===== src/hdl/cpc_pkg.sv =====
// Shared types, constants and the CRC-8 byte update for the packet classifier.
`default_nettype none

package cpc_pkg;

   // Payload bytes per packet (default, top-level parameter overrides)
   localparam int DATA_BYTES_DEF = 16;

   // CRC-8, polynomial x^8 + x^2 + x + 1, MSB first
   localparam logic [7:0] CRC_POLY = 8'h07;
   localparam logic [7:0] CRC_INIT = 8'h00;

   // Register reset values
   localparam logic [7:0] ACK_CODE_RST  = 8'h15;
   localparam logic [7:0] RETX_CODE_RST = 8'h19;
   localparam logic [7:0] PAD_VALUE_RST = 8'hAA;

   // Register file geometry: word-aligned 32-bit registers
   localparam int CSR_ADDR_W = 4;
   localparam int CSR_DATA_W = 32;

   // Register indexes (byte address / 4)
   typedef enum logic [1:0] {
      REG_ACK_CODE  = 2'd0,
      REG_RETX_CODE = 2'd1,
      REG_PAD_VALUE = 2'd2
   } reg_index_type;

   // Configuration handed from the register file to the datapath
   typedef struct packed {
      logic [7:0] ack_code;
      logic [7:0] retx_code;
      logic [7:0] pad_value;
   } cfg_type;

   // One byte of CRC update, eight shift/xor steps
   function automatic logic [7:0] crc8_update(input logic [7:0] crc, input logic [7:0] data);
      logic [7:0] v;
      v = crc ^ data;
      for (int k = 0; k < 8; k++) begin
         if (v[7]) begin
            v = {v[6:0], 1'b0} ^ CRC_POLY;
         end else begin
            v = {v[6:0], 1'b0};
         end
      end
      return v;
   endfunction

endpackage

`default_nettype wire


===== src/hdl/cpc_csr.sv =====
// APB-style register file holding the ack, retx and pad codes.
`default_nettype none

module cpc_csr
   import cpc_pkg::*;
(
   input  wire logic                  clock,
   input  wire logic                  reset,
   input  wire logic                  psel,
   input  wire logic                  penable,
   input  wire logic                  pwrite,
   input  wire logic [CSR_ADDR_W-1:0] paddr,
   input  wire logic [CSR_DATA_W-1:0] pwdata,
   output logic      [CSR_DATA_W-1:0] prdata,
   output logic                       pready,
   output cfg_type                    cfg
);

   cfg_type       cfg_ff;
   logic          wr_en;
   reg_index_type reg_index;

   assign pready    = 1'b1;
   assign wr_en     = psel & penable & pwrite;
   // Word index; byte offset within the word is ignored
   assign reg_index = reg_index_type'(paddr[CSR_ADDR_W-1:2]);

   // Register writes
   always_ff @(posedge clock) begin
      if (reset) begin
         cfg_ff.ack_code  <= ACK_CODE_RST;
         cfg_ff.retx_code <= RETX_CODE_RST;
         cfg_ff.pad_value <= PAD_VALUE_RST;
      end else if (wr_en) begin
         unique case (reg_index)
            REG_ACK_CODE:  cfg_ff.ack_code  <= pwdata[7:0];
            REG_RETX_CODE: cfg_ff.retx_code <= pwdata[7:0];
            REG_PAD_VALUE: cfg_ff.pad_value <= pwdata[7:0];
            default: ;
         endcase
      end
   end

   // Read mux
   always_comb begin
      prdata = '0;
      unique case (reg_index)
         REG_ACK_CODE:  prdata[7:0] = cfg_ff.ack_code;
         REG_RETX_CODE: prdata[7:0] = cfg_ff.retx_code;
         REG_PAD_VALUE: prdata[7:0] = cfg_ff.pad_value;
         default:       prdata      = '0;
      endcase
   end

   assign cfg = cfg_ff;

endmodule

`default_nettype wire


===== src/hdl/cpc_parser.sv =====
// Byte input register, packet tracking state, CRC update and result register.
`default_nettype none

module cpc_parser
   import cpc_pkg::*;
#(
   parameter int DATA_BYTES = DATA_BYTES_DEF
) (
   input  wire logic       clock,
   input  wire logic       reset,
   input  wire cfg_type    cfg,
   input  wire logic       req_valid,
   output logic            req_ready,
   input  wire logic [7:0] req_rx_byte,
   output logic            rsp_valid,
   input  wire logic       rsp_ready,
   output logic            rsp_crc_ok,
   output logic            rsp_is_ack,
   output logic            rsp_is_retx,
   output logic [7:0]      rsp_computed_crc
);

   // Position runs 0 (length) .. DATA_BYTES+1 (crc byte)
   localparam int POS_W = $clog2(DATA_BYTES + 2);
   localparam logic [POS_W-1:0] POS_LEN   = '0;
   localparam logic [POS_W-1:0] POS_FIRST = POS_W'(1);
   localparam logic [POS_W-1:0] POS_LAST  = POS_W'(DATA_BYTES);

   // Input register
   logic       in_valid_ff;
   logic [7:0] in_byte_ff;

   // Packet state
   logic [POS_W-1:0] pos_ff, pos_in;
   logic [7:0]       crc_ff, crc_in;
   logic             len_one_ff, len_one_in;
   logic             first_ack_ff, first_ack_in;
   logic             first_retx_ff, first_retx_in;
   logic             pad_ok_ff, pad_ok_in;

   // Result register
   logic       rsp_valid_ff;
   logic       crc_ok_ff, is_ack_ff, is_retx_ff;
   logic [7:0] crc_out_ff;

   logic       at_len, at_data, at_crc;
   logic       stall, fire, emit;
   logic [7:0] crc_next;
   logic       match_ok, ctrl_ok;

   assign at_len  = (pos_ff == POS_LEN);
   assign at_data = (pos_ff >= POS_FIRST) && (pos_ff <= POS_LAST);
   assign at_crc  = !at_len && !at_data;

   // Only a crc byte needs the result slot; it waits while a result is untaken
   assign stall     = in_valid_ff && at_crc && rsp_valid_ff && !rsp_ready;
   assign fire      = in_valid_ff && !stall;
   assign emit      = fire && at_crc;
   assign req_ready = !in_valid_ff || !stall;

   assign crc_next = crc8_update(crc_ff, in_byte_ff);
   assign match_ok = (in_byte_ff == crc_ff);
   assign ctrl_ok  = match_ok && len_one_ff && pad_ok_ff;

   // Next packet state
   always_comb begin
      pos_in        = pos_ff;
      crc_in        = crc_ff;
      len_one_in    = len_one_ff;
      first_ack_in  = first_ack_ff;
      first_retx_in = first_retx_ff;
      pad_ok_in     = pad_ok_ff;
      if (fire) begin
         if (at_len) begin
            len_one_in = (in_byte_ff == 8'd1);
            crc_in     = crc_next;
            pos_in     = POS_FIRST;
         end else if (at_data) begin
            if (pos_ff == POS_FIRST) begin
               first_ack_in  = (in_byte_ff == cfg.ack_code);
               first_retx_in = (in_byte_ff == cfg.retx_code);
            end else if (in_byte_ff != cfg.pad_value) begin
               pad_ok_in = 1'b0;
            end
            crc_in = crc_next;
            pos_in = pos_ff + POS_W'(1);
         end else begin
            // crc byte closes the packet
            pos_in        = POS_LEN;
            crc_in        = CRC_INIT;
            len_one_in    = 1'b0;
            first_ack_in  = 1'b0;
            first_retx_in = 1'b0;
            pad_ok_in     = 1'b1;
         end
      end
   end

   // Input register
   always_ff @(posedge clock) begin
      if (reset) begin
         in_valid_ff <= 1'b0;
      end else if (req_ready) begin
         in_valid_ff <= req_valid;
      end
   end

   always_ff @(posedge clock) begin
      if (req_valid && req_ready) begin
         in_byte_ff <= req_rx_byte;
      end
   end

   // Packet state registers
   always_ff @(posedge clock) begin
      if (reset) begin
         pos_ff        <= POS_LEN;
         crc_ff        <= CRC_INIT;
         len_one_ff    <= 1'b0;
         first_ack_ff  <= 1'b0;
         first_retx_ff <= 1'b0;
         pad_ok_ff     <= 1'b1;
      end else begin
         pos_ff        <= pos_in;
         crc_ff        <= crc_in;
         len_one_ff    <= len_one_in;
         first_ack_ff  <= first_ack_in;
         first_retx_ff <= first_retx_in;
         pad_ok_ff     <= pad_ok_in;
      end
   end

   // Result register valid
   always_ff @(posedge clock) begin
      if (reset) begin
         rsp_valid_ff <= 1'b0;
      end else if (emit) begin
         rsp_valid_ff <= 1'b1;
      end else if (rsp_ready) begin
         rsp_valid_ff <= 1'b0;
      end
   end

   // Result payload
   always_ff @(posedge clock) begin
      if (emit) begin
         crc_ok_ff  <= match_ok;
         is_ack_ff  <= ctrl_ok && first_ack_ff;
         is_retx_ff <= ctrl_ok && first_retx_ff;
         crc_out_ff <= crc_ff;
      end
   end

   assign rsp_valid        = rsp_valid_ff;
   assign rsp_crc_ok       = crc_ok_ff;
   assign rsp_is_ack       = is_ack_ff;
   assign rsp_is_retx      = is_retx_ff;
   assign rsp_computed_crc = crc_out_ff;

endmodule

`default_nettype wire


===== src/hdl/crc8_packet_classifier.sv =====
// Top level of the CRC-8 packet classifier: register file and byte parser.
`default_nettype none

// Packets arrive one byte per transfer: a length byte, DATA_BYTES payload
// bytes, then a CRC byte. A CRC-8 (poly 0x07, init 0, MSB first) runs over the
// length and payload bytes; on the CRC byte one result transfer carries
// crc_ok, is_ack, is_retx and the computed CRC. The block takes one byte per
// cycle while no CRC byte is held up; a CRC byte goes through an input
// register and then the result register to give its result. Only a CRC byte can
// be held up, and only while the previous result is still untaken; other
// bytes keep flowing. There is no resynchronization on lost or extra bytes.
// ack_code, retx_code and pad_value sit at byte addresses 0x0, 0x4 and 0x8.

module crc8_packet_classifier
   import cpc_pkg::*;
#(
   parameter int DATA_BYTES = DATA_BYTES_DEF
) (
   input  wire logic                  clock,
   input  wire logic                  reset,
   // Configuration port
   input  wire logic                  psel,
   input  wire logic                  penable,
   input  wire logic                  pwrite,
   input  wire logic [CSR_ADDR_W-1:0] paddr,
   input  wire logic [CSR_DATA_W-1:0] pwdata,
   output logic      [CSR_DATA_W-1:0] prdata,
   output logic                       pready,
   // Byte input
   input  wire logic                  req_valid,
   output logic                       req_ready,
   input  wire logic [7:0]            req_rx_byte,
   // Result output
   output logic                       rsp_valid,
   input  wire logic                  rsp_ready,
   output logic                       rsp_crc_ok,
   output logic                       rsp_is_ack,
   output logic                       rsp_is_retx,
   output logic [7:0]                 rsp_computed_crc
);

   cfg_type cfg;

   cpc_csr u_csr (
      .clock   (clock),
      .reset   (reset),
      .psel    (psel),
      .penable (penable),
      .pwrite  (pwrite),
      .paddr   (paddr),
      .pwdata  (pwdata),
      .prdata  (prdata),
      .pready  (pready),
      .cfg     (cfg)
   );

   cpc_parser #(
      .DATA_BYTES (DATA_BYTES)
   ) u_parser (
      .clock            (clock),
      .reset            (reset),
      .cfg              (cfg),
      .req_valid        (req_valid),
      .req_ready        (req_ready),
      .req_rx_byte      (req_rx_byte),
      .rsp_valid        (rsp_valid),
      .rsp_ready        (rsp_ready),
      .rsp_crc_ok       (rsp_crc_ok),
      .rsp_is_ack       (rsp_is_ack),
      .rsp_is_retx      (rsp_is_retx),
      .rsp_computed_crc (rsp_computed_crc)
   );

endmodule

`default_nettype wire

===== config.mk =====
export PLATFORM = sky130hd
export DESIGN_NAME = crc8_packet_classifier
export DESIGN_NICKNAME = d
export VERILOG_FILES = /design/src/hdl/cpc_pkg.sv /design/src/hdl/cpc_csr.sv /design/src/hdl/cpc_parser.sv /design/src/hdl/crc8_packet_classifier.sv
export SDC_FILE = /design/constraint.sdc
export NUM_CORES = 1
export LEC_CHECK = 0
export BUFFER_PORTS_ARGS = -buffer_cell sky130_fd_sc_hd__buf_2
export CAP_MARGIN = 10
export CORE_ASPECT_RATIO = 1.1
export CORE_MARGIN = 4
export CORE_UTILIZATION = 53
export CTS_CLUSTER_SIZE = 40
export DETAILED_ROUTE_END_ITERATION = 8
export GPL_ROUTABILITY_DRIVEN = 0
export GPL_TIMING_DRIVEN = 0
export PLACE_DENSITY_LB_ADDON = 0.08
export REMOVE_ABC_BUFFERS = 1
export SYNTH_ARGS = -nofsm -noshare
export SYNTH_HDL_FRONTEND = slang
export SYNTH_HIERARCHICAL = 1
export SYNTH_SLANG_ARGS = --single-unit

===== constraint.sdc =====
create_clock -name clock -period 3.1 [get_ports clock]
set_clock_uncertainty 0.1 [all_clocks]
set_input_delay 0.155 -clock clock [delete_from_list [all_inputs] [get_ports clock]]
set_output_delay 0.155 -clock clock [all_outputs]
set_load 0.02 [all_outputs]

==> impl_metrics.ini <==
[die]
core_area_um2 = 6270
die_h_um = 92.9
dieArea_um2 = 7910
die_w_um = 85.2
ios = 97
core.rowCount = 30
initial_core_util_pct = 55.4

[sta]
slew_headroom_pct = 39.0
tightest_slew_ns = 0.911
hold_slack_ns = 0.0277
rsz0062_at_grt = false
finalSetupViolations = 0
min_period_ns = 2.73
setup_tns_ns = 0
hold_viol = 0
slew_violations = 0
final_min_period_over_clock_period_pct = 88.2
max_freq_ghz = 0.366

[yosys]
yosysSeqAreaShare_pct = 41.2
yosysWarningCount = 6
synthFlopType = dfxtp_1
ys_ff_latch = 62
postSynth.asyncResetShare_pct = 0
syn_area_um2 = 3470
synthDistinctLibCells = 48
syn_inst = 358
syn-mean-instance-area_um2 = 9.70
synth_edf_count = 19

[pwr]
p_sw_mw = 0.535
clkPwrFrac_pct = 33.0
power_density_nw_per_um2 = 477
p_int_mw = 1.33
leakage_nw = 1.56
p_total_mw = 1.86
swShare_pct = 28.8
p_seq_share_pct = 48.8
combPwrFrac_pct = 18.2
peakVddDrop_uv = 316

[detailed_routing]
dr_wl_met3_um = 313
highest_layer = met4
vias_per_cell = 5.03
wl_per_cell_um = 14.4
drcViolationCount = 0
wl_met2_um = 3490
drt-initial-drc-count = 131
ant_nets = 0
num_vias = 2462
routed_wl_um = 7070
drt-met1-wl_um = 3140
first_pass_iters = 4

[clock_tree]
h-tree-depth = 3
cts-root-buf = clkbuf_8
postCtsSetupBuffers = 0
clockBufferDepth = 2
hold_buffers = 15
worstSkewPairLatency_ns = 0.34
cts_resized = 0
cts_tree = yes
path_clk_slew_ns = 0.07
cts_made_buffers = 9
clock-sinks = 62

[placed_design]
numPortBuffers = 45
hpwl_um = 5050

[layout]
layout-drive-gt1-share_pct = 16.4
synthToLayoutAreaGrowth_pct = 12.5
n_antenna_cell = 0
nNetsFinal = 461
fill_cells = 557

[global_routing]
antenna_found_initial = 0
grt_overflow = 0
grt.total_usage_pct = 18.3
grt_max_degree = 56
grt_pass1_wl_um = 11100
grt_pass1_vias = 2288

[worst_setup_path]
path_cells = inv_1 > ha_1 > or3b_1 > a22o_4 > a31oi_1
rrSetupSlack_ns = 0.37
crit_arrival_ns = 2.60
crit_family = compound AO/OA/AOI/OAI gates
cp-end-kind = flip-flop
crit_fanout = 8
path_buf_inv = 1
cp_slowest_cell = a31oi_1
critPathLaunchType = flip-flop
critPathKind = reg2reg
crit_path_max_incr_delay_ns = 0.70
critical_path_required_ns = 2.96

[hold_path]
hp-class = in2reg

[job]
drv_cap = 0

[outcome]
status = completed
final timing paths:
check | from | end | depth (start not counted)
max reg2reg | u_parser/pos_ff[0]$_SDFFE_PP0P_ | u_parser/in_byte_ff[1]$_DFFE_PP_ | 5
min | pwdata[1] | u_csr/cfg[17]$_SDFFE_PP0P_ | 3
min reg2reg | u_parser/pad_ok_ff$_SDFFE_PP1P_ | u_parser/pad_ok_ff$_SDFFE_PP1P_ | 1
max | u_parser/pos_ff[0]$_SDFFE_PP0P_ | u_parser/in_byte_ff[1]$_DFFE_PP_ | 5
sequential cells by signal, indices dropped and copies added (netlist names):
register / cells
u_parser/in_valid_ff: 1
u_parser/rsp_computed_crc: 8
u_parser/first_ack_ff: 1
u_parser/first_retx_ff: 1
u_parser/in_byte_ff: 8
u_csr/cfg: 24
u_parser/rsp_is_retx: 1
u_parser/len_one_ff: 1
u_parser/rsp_is_ack: 1
u_parser/rsp_valid: 1
u_parser/pos_ff: 5
u_parser/pad_ok_ff: 1
u_parser/crc_ff: 8
u_parser/rsp_crc_ok: 1
synth_stat cells (all sizes together), types with 2 or more instances:
cell | count | area [µm²]
mux2i | 32 | 320
or3b | 2 | 17.5
nor2 | 31 | 124
nor4 | 10 | 68.8
a21oi | 11 | 58.8
edfxtp | 19 | 571
a22oi | 7 | 57.6
or3 | 3 | 18.8
buf | 34 | 243
clkbuf | 14 | 52.6
and2 | 2 | 12.5
dfxtp | 43 | 861
nor2b | 2 | 12.5
nand4 | 2 | 12.5
a31oi | 3 | 18.8
conb | 2 | 7.51
xor2 | 27 | 236
xnor2 | 20 | 194
o21ai | 13 | 68.8
nand2b | 27 | 169
inv | 5 | 18.8
nand3 | 8 | 45.0
nand2 | 22 | 82.6
ha | 6 | 75.1
nor3b | 2 | 26.3
metal layers:
metal,GRT usage (%),vias to the layer above
met5,0,-
met4,7.12,0
met3,4.98,12
met2,30.1,61
met1,22.6,1136
li1,-,1253
worst reg2reg max path: stages (launching register included):
cell and delay [ns]:
dfxtp_1 0.37, inv_1 0.10, ha_1 0.23, or3b_1 0.50, a22o_4 0.36, a31oi_1 0.71
layout by cell type, fill, tap and decap left out, types with 5 or more instances in the layout:
cell and instances:
ha_1 6, nor2_1 30, mux2i_1 32, xor2_1 27, o21ai_0 11, buf_2 45, a22oi_1 6, nand3_1 7
dfxtp_1 43, nor4_1 9, conb_1 25, dlygate4sd3_1 15, nand2b_1 27, nand2_1 22, a21oi_1 10, clkbuf_8 10
inv_1 5, edfxtp_1 19, xnor2_1 19
cell families (layout without fill, tap and decap cells):
kind of cell | count (synthesis) | in the layout | share of synthesized area [%]
buffers and inverters | 53 | 81 | 9.04
AND/OR/NAND/NOR | 115 | 115 | 17.9
XOR/XNOR | 47 | 47 | 12.4
AO/OA/AOI/OAI | 41 | 41 | 7.82
multiplexers | 32 | 32 | 9.23
adder cells (fa/ha/maj) | 6 | 6 | 2.16
flip-flops | 62 | 62 | 41.2
other | 2 | 25 | 0.216
per-stage QoR:
stage          util [%]  setup slack (ns)  cell area [µm²]  std cells
6_report           62.3             0.365             3910        489
5_1_grt            62.3             0.234             3910        489
4_1_cts            62.3             0.344             3910        489
3_5_place_dp       57.3             0.345             3590        458
3_3_place_gp       57.2             0.347             3590        458
2_1_floorplan         -             0.703             3260        333
layout make-up:
class                           count  area (µm²)  area share (%)
Clock buffer                       13         149            3.81
Clock inverter                      3        12.5           0.320
Inverter                            5        18.8           0.481
Multi-Input combinational cell    266        1820            46.6
Sequential cell                    62        1430            36.7
Tap cell                           80         100            2.56
Timing Repair Buffer               60         375            9.61
power by group through the flow:
| stage | Combinational, mW | Clock (mW) | Sequential (mW) |
|---|---|---|---|
| 2_1_floorplan | 0.245 | 0 | 0.920 |
| 3_3_place_gp | 0.315 | 0 | 0.926 |
| 3_5_place_dp | 0.320 | 0 | 0.927 |
| 4_1_cts | 0.338 | 0.621 | 0.909 |
| 5_1_grt | 0.372 | 0.662 | 0.913 |
| 6_report | 0.338 | 0.615 | 0.909 |
No activity file was read; power rests on OpenSTA's default activity.
